## src/design/fpmd_pkg.sv

```systemverilog
// ----------------------------------------------------------------------------
// fixed-point multiply/divide package
// shared types and constants for the cell chain
// ----------------------------------------------------------------------------
package fpmd_pkg;

    localparam int OP_W      = 2;
    localparam int DATA_W    = 32;
    localparam int MAG_W     = 33;
    localparam int FRAC_BITS = 28;
    localparam int SCAL_BITS = 16;
    localparam int NUM_W     = 64;
    localparam int CELLS     = 64;
    localparam int IDX_W     = 6;

    localparam logic [OP_W-1:0] OP_MAKE_FRAC = 2'd0;
    localparam logic [OP_W-1:0] OP_TAKE_FRAC = 2'd1;
    localparam logic [OP_W-1:0] OP_TAKE_SCAL = 2'd2;
    localparam logic [OP_W-1:0] OP_MAKE_SCAL = 2'd3;

    localparam logic [MAG_W-1:0] MAXV = 33'h0_7FFF_FFFF;

    // one beat of work travelling down the chain
    typedef struct packed {
        logic             valid;
        logic             is_make;
        logic             neg;
        logic             ovf;
        logic [4:0]       k;        // 28 or 16
        logic [NUM_W-1:0] num;      // make: dividend shifted (consumed msb first)
        logic [MAG_W-1:0] div;      // make: |b|; take: |b|
        logic [MAG_W:0]   rem;      // make: partial remainder
        logic [NUM_W-1:0] quo;      // make: quotient bits; take: p in low bits
        logic [31:0]      fbits;    // take: fraction bits with leading one
        logic [MAG_W-1:0] ipart;    // take: integer part product (saturated)
    } fpmd_work_t;

endpackage

```

## src/design/fpmd_mult.sv

```systemverilog
// ----------------------------------------------------------------------------
// fpmd integer part multiplier
// integer part of |a| times |b| with saturation, one registered stage
// ----------------------------------------------------------------------------
module fpmd_mult
(
    input  logic                 clk,
    input  logic                 rst_n,
    input  logic                 en,
    input  fpmd_pkg::fpmd_work_t d,
    output fpmd_pkg::fpmd_work_t q
);

    fpmd_pkg::fpmd_work_t w;
    logic [48:0] prod;

    always_comb
    begin
        w    = d;
        prod = 49'(d.ipart[15:0]) * 49'(d.div);
        if (!d.is_make)
        begin
            if (prod > 49'(fpmd_pkg::MAXV))
            begin
                w.ovf   = 1'b1;
                w.ipart = fpmd_pkg::MAXV;
            end
            else
            begin
                w.ipart = fpmd_pkg::MAG_W'(prod);
            end
        end
    end

    always_ff @(posedge clk or negedge rst_n)
    begin
        if (!rst_n)
            q <= '0;
        else if (en)
            q <= w;
    end

endmodule

```

## config.mk

```make
export PLATFORM = sky130hd
export DESIGN_NAME = fpmd_mult
export DESIGN_NICKNAME = d
export VERILOG_FILES = /design/src/design/fpmd_pkg.sv /design/src/design/fpmd_mult.sv
export SDC_FILE = /design/constraint.sdc
export NUM_CORES = 2
export LEC_CHECK = 0
export ABC_CLOCK_PERIOD_IN_PS = 1720
export BUFFER_PORTS_ARGS = -buffer_cell sky130_fd_sc_hd__buf_2
export CORE_ASPECT_RATIO = 1.5
export CORE_MARGIN = 3
export CORE_UTILIZATION = 60
export CTS_CLUSTER_SIZE = 8
export DETAILED_ROUTE_END_ITERATION = 10
export PLACE_DENSITY = 0.86
export SLEW_MARGIN = 40
export SYNTH_ARGS = -nofsm -noshare
export SYNTH_HDL_FRONTEND = slang
export SYNTH_SLANG_ARGS = --single-unit
```

## constraint.sdc

```tcl
create_clock -name clk -period 1.72 [get_ports clk]
set_input_delay 0.086 -clock clk [delete_from_list [all_inputs] [get_ports clk]]
set_output_delay 0.086 -clock clk [all_outputs]
set_load 0.02 [all_outputs]
```

Word-level counts from Yosys, hierarchy flattened:

Cells that the tools add are included.
W data, S select, Z words.

* $mul: 1
* muxes and demuxes: 4
* magnitude comparators: 1

Operator list (number)
* $mux W33: 2
* $gt A49 B31 Y1 const B: 1
* $mul A16 B33 Y49: 1
* $mux W1: 2

* logic and storage cells: 17
* flip-flop bits (word level): 269

Longest topological paths before layout:

* depth after elaboration: 4
* mapped depth: 27
* mapped depth without buffers: 24

Worst setup path before layout:

No wires, ideal clock.

* path kind: input to register
* start: input d[184] (netlist bit)
* end: register q[15] (netlist bit)
* stages on the path: 27
* path slack: -4977 ps
* library setup time: 141 ps
* data arrival time: 6556 ps
* path through: clkbuf_1 clkbuf_1 nand2_1 fa_1 inv_1 fa_1 inv_1 fa_1 inv_1 fa_1 fa_1 inv_1 fa_1 inv_1 ha_1 buf_2 nand4_2 or3_4 a2111oi_4 or3_1 a41oi_1 xnor2_1 a21oi_1 nand4_1 nor4b_4 buf_6 a31oi_1

* longest elaborated chain between the ends: 4

RTL lines
* from (decl): RTL line fpmd_mult.sv:10 `input fpmd_pkg::fpmd_work_t d,`
* $mul A16 B33 Y49: RTL line fpmd_mult.sv:20 `prod = 49'(d.ipart[15:0]) * 49'(d.div);`
* $gt A49 B31 Y1: RTL line fpmd_mult.sv:23 `if (prod > 49'(fpmd_pkg::MAXV))`
* $mux W33: RTL line fpmd_mult.sv:23
* $mux W33: RTL line fpmd_mult.sv:21 `if (!d.is_make)`
* to (signal assigned): RTL line fpmd_mult.sv:40 `q <= w;`
* to (decl): RTL line fpmd_mult.sv:11 `output fpmd_pkg::fpmd_work_t q`

No other way between the ends.
A chain may end at the register's enable or synchronous reset.

Final worst setup path:

* start: input d[11] (netlist bit)
* end: register q[30] (netlist bit)

* longest elaborated chain between the ends: 4

RTL lines (RTL line)
* $mul A16 B33 Y49 (*): fpmd_mult.sv:20
* $gt A49 B31 Y1: fpmd_mult.sv:23
* $mux W33 (*): fpmd_mult.sv:23
* $mux W33 (*): fpmd_mult.sv:21

Mark *: on every way between the ends. The rest lies on a longest branch, timed or not.

==> results.txt <==
- Area growth from synthesis to layout: 39.98%
- The core region is 0.04505 sq mm.
- Mean Syn Cell Area: 10.05 sq um
* Area contributors post-synth: sky130_fd_sc_hd__fa_1, sky130_fd_sc_hd__dfrtp_1, sky130_fd_sc_hd__mux2_2
- For the worst-skew pair, the clock arrives at the later sink with an insertion delay of 520 ps.
- Antenna violations before repair: 24
- Critical path capture point: q[30]$_DFFE_PN0P_
* # nets final: 4626
- The floorplan step set the die width to 181.0 um.
- Remaining global-route overflow: 0
- Number of warnings reported in the yosys synthesis log: 0
- Cell family contributing the most delay on the critical path: adder cells
- The flow ran to the end, but the final reports show violations.
- STA classifies the critical path startpoint as a primary input.
- Share of the clock period used by the worst path after layout: 372.1%
- Highest clock frequency the design can meet: 0.1562 GHz
- For this run, design rule violations remaining after detail routing come to 0.
- In this run, synthesis inferred 0 flip-flops with an integrated enable.
- Main combinational cell family by area after synthesis: adder cells
- The number of hold-slack violations in the final timing report was 0.
* Beginning of the critical path: d[11]
- Entering global routing, the biggest net connects 80 pins.
- Among all flip-flop cells after synthesis, the most frequent one is sky130_fd_sc_hd__dfrtp_1.
- Share of synthesized flip-flops with an asynchronous set or reset: 100.0%
- In this run the clock root is driven by a sky130_fd_sc_hd__clkbuf_16.
- The clock passes through at most 3 buffers.
- Most common cell on crit path: sky130_fd_sc_hd__fa_1
- Via count of the routed design: 27.46k
- Number of ports placed on the die boundary: 541
- At the worst endpoint, the required time is 2130 ps.
* Final setup fails: 32
- Aggregate routed wire length: 124600 um
- Placed cell count: 4053
- Element type at the critical path end: flip-flop
* Count of buffer and inverter cells on the critical path: 8
- After layout, the minimum clock period comes to 6401 ps.
* Depth of the critical timing path with buffers and inverters included: 25
- DRC violation total after the first TritonRoute iteration: 2850
- After clock tree synthesis, the clock-pin slew on the worst setup and hold paths is 70 ps.
- Cells with a size suffix above 1 make up 36.22% of the layout.
* Unrepaired setup endpoints after global routing: yes
- Data arrival time of the worst path: 6810 ps
- Summing the areas of all xor and xnor instances in the mapped netlist gives 1.113% of the synthesized area.
- sky130_fd_sc_hd__fa_1 takes more of the synthesized area than any other cell.
- The synthesized netlist devotes 5.663% of its cell area to compound gates.
* Worst min-delay path class: primary input to flip-flop
- Count of state elements after synthesis: 269
- Number of antenna-violating nets in the routed design: 0
* Clock tree from TritonCTS: built
- Worst slew margin: 13.29%
* Flip-flop count of the largest register, all copies and words added: 269
* Inserted Clock Buffers: 39
- Worst Setup Path Type: primary input to flip-flop
- Post-synthesis share of cell area spent on and, or, nand and nor gates: 12.87%
* Violated checks: negative setup slack
- Measured in cells, the most critical reg-to-reg path has a length of 2.
* Maximum cell stage delay along the critical path: 620 ps
- Summed over all nets, the half-perimeter wirelength after detailed placement is 82500 um.
- In the final routed layout, each cell accounts on average for 28.28 um.
- Setup slack, reg-to-reg: 130 ps
* Register containing the most flip-flops in the final layout: q
- The number of pins with negative max-slew slack in the final report was 0.
- The top cell type by area accounts for 31.39% of the synthesized area.
- Of the post-synthesis cell area, the part taken by muxes is 9.832%.
- Total global routing track utilization: 48.51%
- For this run, the detailed router's first-pass iteration total came to 8.
- Clk sinks: 269
* Layout Skew: 0 ps
* Final worst slack: -4681 ps
- After technology mapping, the gate count stands at 2741.
- Sequential element share of the synthesized area: 24.43%
* Buffers on Ports: 540
- The number of different library cells used by synthesis comes to 72.
- Cell with the biggest individual delay on the critical path: sky130_fd_sc_hd__fa_2
- Via density: 6.230
- Across the run, the number of max-cap violations was 0.
* Largest fanout on the critical path: 13
* Largest registers in the final layout: q x269
- The via count of the first global-routing pass is 29.84k.
* Synthesized-area fraction occupied by adder cells: 36.89%
* Synthesized netlist net count: 3566
* Non-filler cells in the finished layout: 4407
* Initial standard-cell utilization of the core: 61.16%
- Area of the mapped netlist: 0.02755 sq mm
- Chip Height: 268.4 um
- Endpoint of the worst register-to-register path: q[44]$_DFFE_PN0P_
* Reg2reg start: q[44]$_DFFE_PN0P_
* Htree depth: 2
- At the pin with the least slew margin, the transition time is 1298 ps.
- Row count: 95
- The floorplan step defined a die boundary enclosing 0.04858 sq mm.
- GP Congestion: 1.043
- Wire length of the first global-routing pass: 176600 um
## tightest hold or removal path: cells and delay by family
| kind | cells | cell delay [ps] |
|---|---|---|
| buffers and inverters | 2 | 310 |
| muxes | 1 | 150 |
## cell usage in the layout, fill, tap and decap left out, types with 11 or more instances in the layout
master,n
sky130_fd_sc_hd__buf_4,338
sky130_fd_sc_hd__mux2_2,236
sky130_fd_sc_hd__nor2_1,35
sky130_fd_sc_hd__and2_1,163
sky130_fd_sc_hd__o21ai_0,55
sky130_fd_sc_hd__nand2_2,20
sky130_fd_sc_hd__a21oi_2,11
sky130_fd_sc_hd__inv_1,485
sky130_fd_sc_hd__buf_6,40
sky130_fd_sc_hd__nand3b_1,32
sky130_fd_sc_hd__buf_12,38
sky130_fd_sc_hd__fa_2,13
sky130_fd_sc_hd__a31oi_1,25
sky130_fd_sc_hd__ha_4,20
sky130_fd_sc_hd__ha_1,100
sky130_fd_sc_hd__o211ai_1,11
sky130_fd_sc_hd__fa_1,419
sky130_fd_sc_hd__buf_2,500
sky130_fd_sc_hd__dlygate4sd3_1,237
sky130_fd_sc_hd__o21a_1,22
sky130_fd_sc_hd__nand3_1,11
sky130_fd_sc_hd__and2_4,11
sky130_fd_sc_hd__buf_8,12
sky130_fd_sc_hd__nand4_1,23
sky130_fd_sc_hd__diode_2,20
sky130_fd_sc_hd__inv_2,26
sky130_fd_sc_hd__a21o_1,12
sky130_fd_sc_hd__a21oi_1,41
sky130_fd_sc_hd__xor2_1,13
sky130_fd_sc_hd__xnor2_1,20
sky130_fd_sc_hd__dfrtp_1,269
sky130_fd_sc_hd__nand2_1,389
sky130_fd_sc_hd__clkbuf_16,42
## cell families (layout without fill, tap and decap cells)
group | count (synthesis) | count (layout)
AOI/OAI and AO/OA | 241 | 241
xor gates and xnor gates | 35 | 35
adders and majority gates | 553 | 553
buffers and inverters | 668 | 1732
DFF | 269 | 269
muxes | 241 | 241
other | 0 | 20
and+or+nand+nor | 734 | 734
## worst min-delay path by stage
stage | from | endpoint | slack, ps | cells past startpoint
after floorplan | rst_n | q[0]$_DFFE_PN0P_ | -210 | 0
after CTS | en | q[247]$_DFFE_PN0P_ | 0.9 | 2
after global placement | rst_n | q[267]$_DFFE_PN0P_ | 2 | 1
final | d[171] | q[171]$_DFFE_PN0P_ | 7 | 3
after global routing | d[171] | q[171]$_DFFE_PN0P_ | 20 | 3
after detailed placement | rst_n | q[139]$_DFFE_PN0P_ | 1 | 1
## stage by stage
step                hold slack [ps]  worst slack, ps  utilization, %  TNS (ps)  cell area [sq um]
finish                        7.169            -4681           85.60   -146480              38560
global route                  23.17            -4766           85.53   -150370              38530
detailed placement            1.487            -5404           74.44   -171070              33530
global placement              1.900            -5260           74.44   -166860              33530
CTS                          0.9467            -4428           83.59   -140540              37660
floorplan                    -209.6            -4431               -   -138690              28190
## synthesized netlist by cell type, drive strengths merged, types with 2 or more instances
cell type  count
a31o           2
o22ai          2
a41oi          3
clkbuf       146
a221oi         2
xnor2         22
or3            7
and3           3
a31oi         33
nor4           2
nand4         25
and4           2
nand3         11
buf           11
nand2b         8
a211oi         6
a32oi          2
mux2         237
o31ai          3
nand3b        32
o2111ai        2
o21ai         61
nor2          37
nand2        415
o21bai         6
inv          511
nor4b          3
dfrtp        269
a211o          4
o211ai        11
o21a          22
nor3           7
xor2          13
a21boi         3
mux2i          4
ha           121
a21o          12
fa           432
nor2b          3
and2         174
a21oi         55
## repair_timing
| item | CTS | global route |
|---|---|---|
| gates resized for setup | 117 | 157 |
| setup endpoints to repair | 32 | 32 |
| gates cloned | 4 | 3 |
| hold endpoints to repair | 499 | 2 |
| setup buffers | 19 | 28 |
| hold buffers | 235 | 2 |
| pin swaps | 34 | 72 |
## routing by layer
layer  GRT usage (%)  wire (um)
met2           77.35      55760
met4           40.83      15780
met3           18.07      16910
met5           1.366         51
met1           51.08      36120
## cell type report
class / instances / area, sq um
Multi-Input combinational cell: 1804 / 19060
Inverter: 511 / 1918
Clock inverter: 2 / 25.02
Clock buffer: 43 / 1012
Timing Repair Buffer: 1176 / 9041
Sequential cell: 269 / 6731
Fill cell: 2032 / 6485
Tap cell: 582 / 728.2
Antenna cell: 20 / 50.05
Power is not shown: default switching activity piles up to over one toggle a cycle in this logic, so the estimate is an artifact.
