==> config.mk <==
export PLATFORM = sky130hd
export DESIGN_NAME = fpmd_cell
export DESIGN_NICKNAME = d
export VERILOG_FILES = /design/src/design/fpmd_pkg.sv /design/src/design/fpmd_cell.sv
export SDC_FILE = /design/constraint.sdc
export NUM_CORES = 1
export LEC_CHECK = 0
export BUFFER_PORTS_ARGS = -buffer_cell sky130_fd_sc_hd__buf_2
export CORE_AREA = 2 2 214 216
export DETAILED_ROUTE_END_ITERATION = 12
export DIE_AREA = 0 0 216 218
export GPL_ROUTABILITY_DRIVEN = 1
export GPL_TIMING_DRIVEN = 0
export PLACE_DENSITY = 0.68
export SYNTH_ARGS = -nofsm -noshare
export SYNTH_HDL_FRONTEND = slang
export SYNTH_SLANG_ARGS = --single-unit
==> constraint.sdc <==
create_clock -name clk -period 1.45 [get_ports clk]
set_input_delay 0.0725 -clock clk [delete_from_list [all_inputs] [get_ports clk]]
set_output_delay 0.0725 -clock clk [all_outputs]
set_load 0.02 [all_outputs]
==> src/design/fpmd_pkg.sv <==
// ----------------------------------------------------------------------------
// fixed-point multiply/divide package
// shared types and constants for the cell chain
// ----------------------------------------------------------------------------
package fpmd_pkg;

    localparam int OP_W      = 2;
    localparam int DATA_W    = 32;
    localparam int MAG_W     = 33;
    localparam int FRAC_BITS = 28;
    localparam int SCAL_BITS = 16;
    localparam int NUM_W     = 64;
    localparam int CELLS     = 64;
    localparam int IDX_W     = 6;

    localparam logic [OP_W-1:0] OP_MAKE_FRAC = 2'd0;
    localparam logic [OP_W-1:0] OP_TAKE_FRAC = 2'd1;
    localparam logic [OP_W-1:0] OP_TAKE_SCAL = 2'd2;
    localparam logic [OP_W-1:0] OP_MAKE_SCAL = 2'd3;

    localparam logic [MAG_W-1:0] MAXV = 33'h0_7FFF_FFFF;

    // one beat of work travelling down the chain
    typedef struct packed {
        logic             valid;
        logic             is_make;
        logic             neg;
        logic             ovf;
        logic [4:0]       k;        // 28 or 16
        logic [NUM_W-1:0] num;      // make: dividend shifted (consumed msb first)
        logic [MAG_W-1:0] div;      // make: |b|; take: |b|
        logic [MAG_W:0]   rem;      // make: partial remainder
        logic [NUM_W-1:0] quo;      // make: quotient bits; take: p in low bits
        logic [31:0]      fbits;    // take: fraction bits with leading one
        logic [MAG_W-1:0] ipart;    // take: integer part product (saturated)
    } fpmd_work_t;

endpackage

==> src/design/fpmd_cell.sv <==
// ----------------------------------------------------------------------------
// fpmd cell
// one step of restoring division or of the halving recurrence, registered
// ----------------------------------------------------------------------------
module fpmd_cell
(
    input  logic                 clk,
    input  logic                 rst_n,
    input  logic                 en,
    input  logic [fpmd_pkg::IDX_W-1:0] idx,
    input  fpmd_pkg::fpmd_work_t d,
    output fpmd_pkg::fpmd_work_t q
);

    fpmd_pkg::fpmd_work_t    w_next;
    logic [fpmd_pkg::MAG_W:0] trial;
    logic [fpmd_pkg::MAG_W:0] sub;
    logic [fpmd_pkg::MAG_W:0] psum;
    logic [fpmd_pkg::IDX_W-1:0] base;

    always_comb
    begin
        w_next = d;
        base   = fpmd_pkg::IDX_W'(fpmd_pkg::NUM_W - 1) - idx;
        trial  = {d.rem[fpmd_pkg::MAG_W-1:0], d.num[base]};
        sub    = trial - {1'b0, d.div};
        psum   = {1'b0, d.quo[fpmd_pkg::MAG_W-1:0]} + {1'b0, d.div};
        if (d.is_make)
        begin
            // restoring division, one quotient bit per cell
            if (!sub[fpmd_pkg::MAG_W])
            begin
                w_next.rem = sub;
                w_next.quo = {d.quo[fpmd_pkg::NUM_W-2:0], 1'b1};
            end
            else
            begin
                w_next.rem = trial;
                w_next.quo = {d.quo[fpmd_pkg::NUM_W-2:0], 1'b0};
            end
        end
        else if ({1'b0, idx} < {2'b0, d.k})
        begin
            // halving step, lsb of fraction first
            if (d.fbits[0])
                w_next.quo = fpmd_pkg::NUM_W'(psum[fpmd_pkg::MAG_W:1]);
            else
                w_next.quo = {1'b0, d.quo[fpmd_pkg::NUM_W-1:1]};
            w_next.fbits = {1'b0, d.fbits[31:1]};
        end
    end

    always_ff @(posedge clk or negedge rst_n)
    begin
        if (!rst_n)
            q <= '0;
        else if (en)
            q <= w_next;
    end

endmodule

# Yosys cells after proc, flatten, opt, wreduce, memory -nomap -nowiden
# Cells that the tools add are included.
[classes]
n_addsub = 3
mul = 0
div = 0
magnitude_cmp = 2
n_eq_ne = 0
n_shift = 0
muxes = 8
n_bitwise = 0
n_reduce_logical = 0
[ops]
columns = ["op", "n"]
rows = [
  ["$mux W98", 1],
  ["$mux W96", 1],
  ["$mux W64", 1],
  ["$mux W63", 1],
  ["$add A33 B33 Y34", 1],
  ["$mux W34", 1],
  ["$sub A34 B33 Y34", 1],
  ["$mux W32", 1],
  ["$lt A6 B7 Y1 const B", 1],
  ["$bmux W1 S6", 1],
  ["$lt A6 B5 Y1", 1],
  ["$sub A6 B6 Y6 const A", 1],
  ["$mux W1", 1],
]
[totals]
regBits = 269
latchBits = 0
ramBits = 0
mem_bits_ro = 0
inputBits = 278
out_inout_bits = 269
elab_cells = 24
mem_count = 0

# Logic depth before layout (Yosys ltp)
# Gate-level depths: netlist of run 1.
[depth]
word_depth = 6
mapped_depth = 23

# Worst setup path after synthesis of run 1
# OpenSTA, ideal clock, no wires.
[synth_path]
path_kind = "input -> register"
from = "input idx[1] (netlist bit)"
to = "register q[137] (netlist bit)"
arrival_time_ns = 4.933
required_ns = 1.313
path_slack_ns = -3.620
cell_stages = 22
path_buffers = 4
cell_sequence = "clkbuf_1 -> clkbuf_1 -> mux4_2 -> mux4_2 -> mux4_2 -> inv_1 -> ha_1 -> nor2b_1 -> o31ai_1 -> and3_1 -> o31ai_2 -> a31o_2 -> a21oi_1 -> o31ai_1 -> a211oi_1 -> o21bai_1 -> ha_1 -> buf_1 -> clkbuf_1 -> a211oi_1 -> a21oi_1 -> a21oi_1"
[synth_between]
elab_chain_cells = 6
[synth_rtl]
columns = ["element", "line", "text"]
rows = [
  ["start: declaration", "fpmd_cell.sv:10", "input logic [fpmd_pkg::IDX_W-1:0] idx,"],
  ["$sub A6 B6 Y6", "fpmd_cell.sv:24", "base = fpmd_pkg::IDX_W'(fpmd_pkg::NUM_W - 1) - idx;"],
  ["$bmux W1 S6", "fpmd_cell.sv:25", "trial = {d.rem[fpmd_pkg::MAG_W-1:0], d.num[base]};"],
  ["$mux W1 (implied by the code)", "fpmd_cell.sv:25", ""],
  ["$sub A34 B33 Y34", "fpmd_cell.sv:26", "sub = trial - {1'b0, d.div};"],
  ["$mux W98", "fpmd_cell.sv:31", "if (!sub[fpmd_pkg::MAG_W])"],
  ["$mux W34", "fpmd_cell.sv:28", "if (d.is_make)"],
  ["end signal: assignment", "fpmd_cell.sv:58", "q <= w_next;"],
  ["end: declaration", "fpmd_cell.sv:12", "output fpmd_pkg::fpmd_work_t q"],
]
# No other way between the ends. The select of a mux whose other input is x is not followed.
# A chain may end at the register's enable or synchronous reset.

# Final worst setup path of run 1
# Ends and elaborated chain as after synthesis.

==> metrics.yaml, run 1 <==
grt:
  grtUsageTotal_pct: 31.36
  grt_pass1_vias: 18950
  antenna_found_initial: 8
  grt_pass1_wl_um: 112500
  grt_overflow: 0
  grt_max_degree: 124
pwr:
  ir_drop_mv: 0.9762
  p_leak_nw: 12.39
  p_sw_mw: 9.845
  power.density_nw_per_um2: 1080
  power_mw: 28.96
  pwr-share-seq_pct: 30.9
  p_clk_share_pct: 35.2
  switching_share_pct: 34.00
  pwr-share-comb_pct: 33.8
  intPower_mw: 19.11
worst_setup_path:
  slowest_stage: "mux4_2"
  crit_arrival_ns: 4.95
  crit_path_start_kind: "input port"
  cp_top_family: "compound AO/OA/AOI/OAI gates"
  critPathCaptureType: "flip-flop"
  rrSetupSlack_ns: 0.44
  timing.critical_path.buf_inv: 7
  max_stage_delay_ns: 0.63
  criticalPathCategory: "in2reg"
  worstPathMaxFanout: 5
  path_cells: "buf_2 > clkbuf_8 > clkbuf_16 > mux4_2 > mux4_2 > mux4_2 > inv_2 > ha_4 > nor2b_4 > o31ai_4 > and3_4 > o31ai_4 > a31o_2 > a21oi_4 > o31ai_4 > a211oi_2 > o21bai_2 > ha_4 > buf_4 > buf_16 > clkbuf_16 > a211oi_2 > a21oi_1 > a21oi_1"
  required_ns: 1.93
finish:
  instances_no_fill: 3215
  largest-register: "q"
  largest_register_ffs: 269
  layout_common_cells: "buf_2 (526), dlygate4sd3_1 (271), dfrtp_1 (269)"
  final_layout_size_suffix_gt1_share_pct: 43.10
  reg.largest.list: "q (269)"
  multi_input_comb_area_um2: 10570
  regArea_um2: 6731
  area_delta_synth_final_pct: 62.33
  layout_commonest_cell: "buf_2"
  fillers: 3608
  nets: 2931
place:
  io_buffers: 542
  post-dp-hpwl_um: 52540
  gp_congestion: 0.9370
  dp.cells: 2810
timing:
  fin_skew_ns: 0
  report.final.setup_viol: 141
  timing.hold.ws_ns: -0.5846
  hold_viol: 146
  fin_ws_ns: -3.023
  fin_crit_sh_pct: 308.5
  period_needed_ns: 4.473
  slew_violations: 0
  rsz0062_at_grt: "true"
  maxSlewHeadroom_pct: 33.31
  tightest_slew_ns: 1.000
  max_freq_ghz: 0.2236
floorplanning:
  die_w_um: 216
  core_area_um2: 44890
  start_util_pct: 36.78
  die_h_um: 218
  placementRows: 78
  pin_count: 547
  dieArea_um2: 47090
logic_synthesis:
  ys_seq_elements: 269
  syn_inst: 1666
  yosys.area_share.simple_pct: 10.02
  synth_cell_types: 72
  syn_avg_cell_area_um2: 9.912
  async_flop_share_pct: 100.0
  synth_fa_ha_area_share_pct: 5.546
  syn_area_um2: 16510
  ys.flop_type: "dfrtp_1"
  synth_fp_nets: 2016
  yosys_warnings: 0
  synth_xor_area_share_pct: 2.705
  synth_top_family_by_area: "multiplexers"
  synth-compound-area-share_pct: 17.91
  synth_edf_count: 0
  synth_seq_area_share_pct: 40.76
  synthMuxAreaShare_pct: 18.71
routing:
  vias_per_cell: 5.672
  wl_per_cell_um: 24.11
  route.detailed.drc: 0
  route.antenna.remaining_nets: 0
  drt_iter0_drc: 1562
  first_pass_iters: 6
  routed-via-count: 18240
  routed_wl_um: 77510
flow_run:
  cap_violations: 0
status:
  status: "finished, violations left"
  violations: "hold timing, setup timing"
cts:
  clkTransAtPathRegs_ns: 0.06
  cts_tree: "built"
  cts_sinks: 269
  cts_buffer_depth: 3
  ctsHoldBuffers: 271
  htree_levels: 2
  cts_buffers: 35
  clk_latency_ns: 0.56
  cts_root_buffer: "clkbuf_16"
worst_hold_path:
  hp-class: "in2async"
final cells by class:
| class | instances | area share (%) |
|---|---|---|
| well taps | 600 | 2.801 |
| clock buffers | 45 | 3.631 |
| repair buffers | 881 | 23.73 |
| flip-flops and latches | 269 | 25.11 |
| inverters | 72 | 1.092 |
| plain buffers | 100 | 2.754 |
| diodes | 7 | 0.06535 |
| multi-input cells | 1222 | 39.43 |
| clock inverters | 19 | 1.382 |
final timing paths:
kind,from,end,cells after the start
max,idx[1],q[137],24
min,rst_n,q[188],1
max reg2reg,q[80],q[80],2
min reg2reg,q[182],q[182],1
max in group asynchronous,rst_n,q[27],3
min in group clk,d[158],q[158],5
synthesized netlist by cell type (10+ instances only):
cell type  instances  area share [%]
a211oi_1          20            0.91
ha_1              70             5.3
nand3_1           23            0.70
xnor2_1           29             1.5
nand2b_1          10            0.38
mux2i_1           59             3.6
mux2_2           178              12
nor2_1           134             3.0
a221oi_1          15            0.80
nand2_1           99             2.3
a21oi_1          194             5.9
and3_1            44             1.7
mux4_2            15             2.0
clkbuf_1          79             1.8
nor3_1            17            0.52
inv_1             71             1.6
o211ai_1          11            0.50
buf_2             11            0.33
o22ai_1           12            0.45
a21o_1            40             1.8
a31oi_1           21            0.80
o21ai_0           74             2.2
nor2b_1           13            0.49
dfrtp_1          269              41
o21ai_1           14            0.42
xor2_1            22             1.2
per-stage QoR:
step | utilization [%] | setup TNS (ns) | setup WS, ns | cell area (um^2)
3_3_place_gp | 46.13 | -1604.85 | -4.758 | 20710
3_5_place_dp | 46.27 | -343.96 | -4.103 | 20770
5_1_grt | 59.70 | -140.80 | -3.142 | 26800
2_1_floorplan | - | -147.64 | -3.059 | 17250
6_report | 59.71 | -129.81 | -3.023 | 26810
4_1_cts | 57.68 | -126.83 | -3.033 | 25900
kinds of logic (layout without fill, tap and decap cells):
group                      count (synthesis)  count (layout)
AOI/OAI and AO/OA                        477             477
and+or+nand+nor                          363             364
DFF                                      269             269
muxes                                    258             258
buffers and inverters                    176            1117
adders and majority gates                 72              72
xor gates and xnor gates                  51              51
other                                      0               7
power by group through the flow:
stage	clock, mW	sequential, mW	combinational, mW
3_3_place_gp	0	8.97	7.60
5_1_grt	10.6	9.03	10.3
3_5_place_dp	0	9.01	7.72
4_1_cts	10.3	8.90	9.01
6_report	10.2	8.96	9.79
2_1_floorplan	0	10.1	3.65
per-layer routing:
layer	share of wire [%]	wire, um	up-vias	GRT usage, %
li1	-	-	7948	-
met1	38	29260	8892	37.06
met2	47	36300	1090	51.25
met3	9.0	6946	302	8.117
met4	6.4	4984	4	19.25
met5	0.030	23	-	0
repair_timing:
item / 4_1_cts / 5_1_grt
cloned: 9 / 2
resized for setup: 137 / 155
pin swaps: 64 / 63
setup buffers: 27 / 30
setup endpoints to repair: 204 / 153
endpoints found under the hold margin: 410 / 104
No activity file was read; power rests on OpenSTA's default activity.
==> inputs of run 2 (changes only) <==
HOLD_SLACK_MARGIN = 0.05   (was default)
PLACE_DENSITY = default   (was 0.68)
SKIP_LAST_GASP = 1   (was default)
==> run 2 against run 1 <==
The run still ends with hold timing, setup timing left. Clock power is 12% lower. Sequential share of layout area hardly changed. Sequential power is 0.6% lower. Clock skew stayed put. Non-clock buffer count is 22 higher. Highest routed layer unchanged.
==> metrics.yaml, run 2 (synthesized netlist as in run 1, its figures left out) <==
grt:
  grtUsageTotal_pct: 30.07
  grt_pass1_wl_um: 107900
  grt_overflow: 0
  grt_max_degree: 122
  antenna_found_initial: 9
  grt_pass1_vias: 17950
worst_setup_path:
  worstPathMaxFanout: 8
  crit_path_start_kind: "input port"
  criticalPathCategory: "in2reg"
  required_ns: 1.89
  worstRegToRegCells: 2
  slowest_stage: "mux4_2"
  crit_arrival_ns: 4.92
  critPathCaptureType: "flip-flop"
  critPathLaunch: "idx[0]"
  max_stage_delay_ns: 0.60
  r2r-start: "q[80]"
  path_cells: "buf_16 > buf_12 > mux4_2 > mux4_2 > mux4_2 > inv_2 > ha_4 > nor2b_4 > o31ai_4 > and3_4 > o31ai_4 > a31o_2 > a21oi_4 > o31ai_4 > a211oi_2 > o21bai_2 > ha_4 > buf_4 > nand2_2 > a21o_1 > nor4_1 > a31oi_1 > nand2_1 > nor3_1"
flow_run:
  cap_violations: 0
finish:
  nets: 2954
  final_layout_size_suffix_gt1_share_pct: 42.86
  reg.largest.list: "q (269)"
  layout_commonest_cell: "buf_2"
  layout_common_cells: "buf_2 (533), dlygate4sd3_1 (272), dfrtp_1 (269)"
  multi_input_comb_area_um2: 10410
  area_delta_synth_final_pct: 62.05
  instances_no_fill: 3234
  regArea_um2: 6731
  fillers: 3830
  largest_register_ffs: 269
  largest-register: "q"
timing:
  hold_viol: 1
  tightest_slew_ns: 1.160
  slew_violations: 0
  period_needed_ns: 4.477
  fin_ws_ns: -3.027
  report.final.setup_viol: 130
  timing.hold.ws_ns: -0.2052
  fin_skew_ns: 0
  maxSlewHeadroom_pct: 22.65
  fin_crit_sh_pct: 308.8
  max_freq_ghz: 0.2234
  rsz0062_at_grt: "true"
pwr:
  pwr-share-seq_pct: 32.3
  power.density_nw_per_um2: 1031
  p_clk_share_pct: 32.5
  p_sw_mw: 9.570
  switching_share_pct: 34.70
  p_leak_nw: 12.38
  pwr-share-comb_pct: 35.2
  intPower_mw: 18.01
  ir_drop_mv: 0.8887
cts:
  cts_root_buffer: "clkbuf_16"
  clk_latency_ns: 0.55
  cts_buffer_depth: 3
  cts_sinks: 269
  htree_levels: 2
  cts_tree: "built"
  clkTransAtPathRegs_ns: 0.06
  cts_buffers: 35
floorplanning:
  core_area_um2: 44890
  die_h_um: 218
  start_util_pct: 36.78
  pin_count: 547
  die_w_um: 216
  dieArea_um2: 47090
  placementRows: 78
place:
  dp.cells: 2810
  io_buffers: 542
  gp_congestion: 0.9511
  post-dp-hpwl_um: 52050
routing:
  drt_iter0_drc: 1602
  route.detailed.drc: 0
  routed-via-count: 17890
  wl_per_cell_um: 22.86
  first_pass_iters: 7
  route.antenna.remaining_nets: 0
  routed_wl_um: 73930
  vias_per_cell: 5.533
worst_hold_path:
  min-delay-start: "d[228]"
  hold_depth: 2
  hp-class: "in2reg"
status:
  status: "finished, violations left"
  violations: "hold timing, setup timing"
[run 2: cell count changes in the layout (fill, tap and decap cells not counted), moves of 5 or more]
cell | before | now
a21oi_4 | 14 | 4
buf_16 | 7 | 12
a21oi_2 | 47 | 52
buf_2 | 526 | 533
buf_8 | 9 | 14
a21oi_1 | 135 | 140
mux2_4 | 30 | 23
clkbuf_1 | 54 | 59
bufinv_16 | 9 | 2
nor2_4 | 0 | 5
mux2_2 | 148 | 155
[run 2: metrics by stage]
step                TNS (ns)  worst slack, ns  total power, mW  cell area [um^2]  util (%)
floorplan            -147.64           -3.059            13.73             17250         -
global placement    -1640.13           -4.895            16.58             20710     46.13
detailed placement   -340.79           -4.094            16.71             20770     46.27
CTS                  -135.08           -3.038            27.14             26060     58.05
global route         -149.75           -3.187            28.69             26760     59.60
finish               -136.10           -3.027            27.58             26760     59.61
[run 2: power groups by stage]
| stage | logic, mW | registers [mW] | clock network, mW |
|---|---|---|---|
| 3_3_place_gp | 7.61 | 8.97 | 0 |
| 5_1_grt | 10.3 | 9.00 | 9.39 |
| 4_1_cts | 9.17 | 8.89 | 9.08 |
| 3_5_place_dp | 7.71 | 9.00 | 0 |
| 6_report | 9.71 | 8.91 | 8.96 |
| 2_1_floorplan | 3.65 | 10.1 | 0 |
[run 2: final cells by class]
| type | count | area share [%] |
|---|---|---|
| Timing Repair Buffer | 903 | 24.77 |
| Multi-Input combinational cell | 1223 | 38.91 |
| Clock buffer | 50 | 3.825 |
| Sequential cell | 269 | 25.16 |
| Antenna cell | 7 | 0.06546 |
| Buffer | 100 | 2.894 |
| Tap cell | 600 | 2.805 |
| Inverter | 72 | 1.094 |
| Clock inverter | 10 | 0.4769 |
[run 2: metal layers]
| metal | GRT usage [%] | vias to the layer above | wire (um) |
|---|---|---|---|
| met4 | 14.45 | 4 | 3742 |
| met1 | 37.41 | 8803 | 29670 |
| met5 | 0 | - | 30 |
| met2 | 49.19 | 874 | 34470 |
| li1 | - | 7994 | - |
| met3 | 7.225 | 219 | 6006 |
[run 2: final timing paths]
check	end	slack (ns)
max reg2reg	q[80]	0.45
max	q[160]	-3.03
min in group asynchronous	q[231]	0.13
max in group asynchronous	q[60]	0.19
min	q[228]	-0.21
min reg2reg	q[117]	0.50
[run 2: what timing repair did]
action | CTS | global route
gates cloned | 13 | 3
buffers inserted | 49 | 30
hold endpoints to repair | 350 | 3
resized for setup | 162 | 115
pin swaps | 78 | 62
hold buffers | 271 | 2
setup endpoints to repair | 259 | 150
[run 2: worst max-delay path, delay by kind of cell]
family	cells	cell delay (ns)
mux	3	1.64
compound gates	9	1.50
simple gates	6	0.74
buf+inv	4	0.48
fa+ha+maj	2	0.47
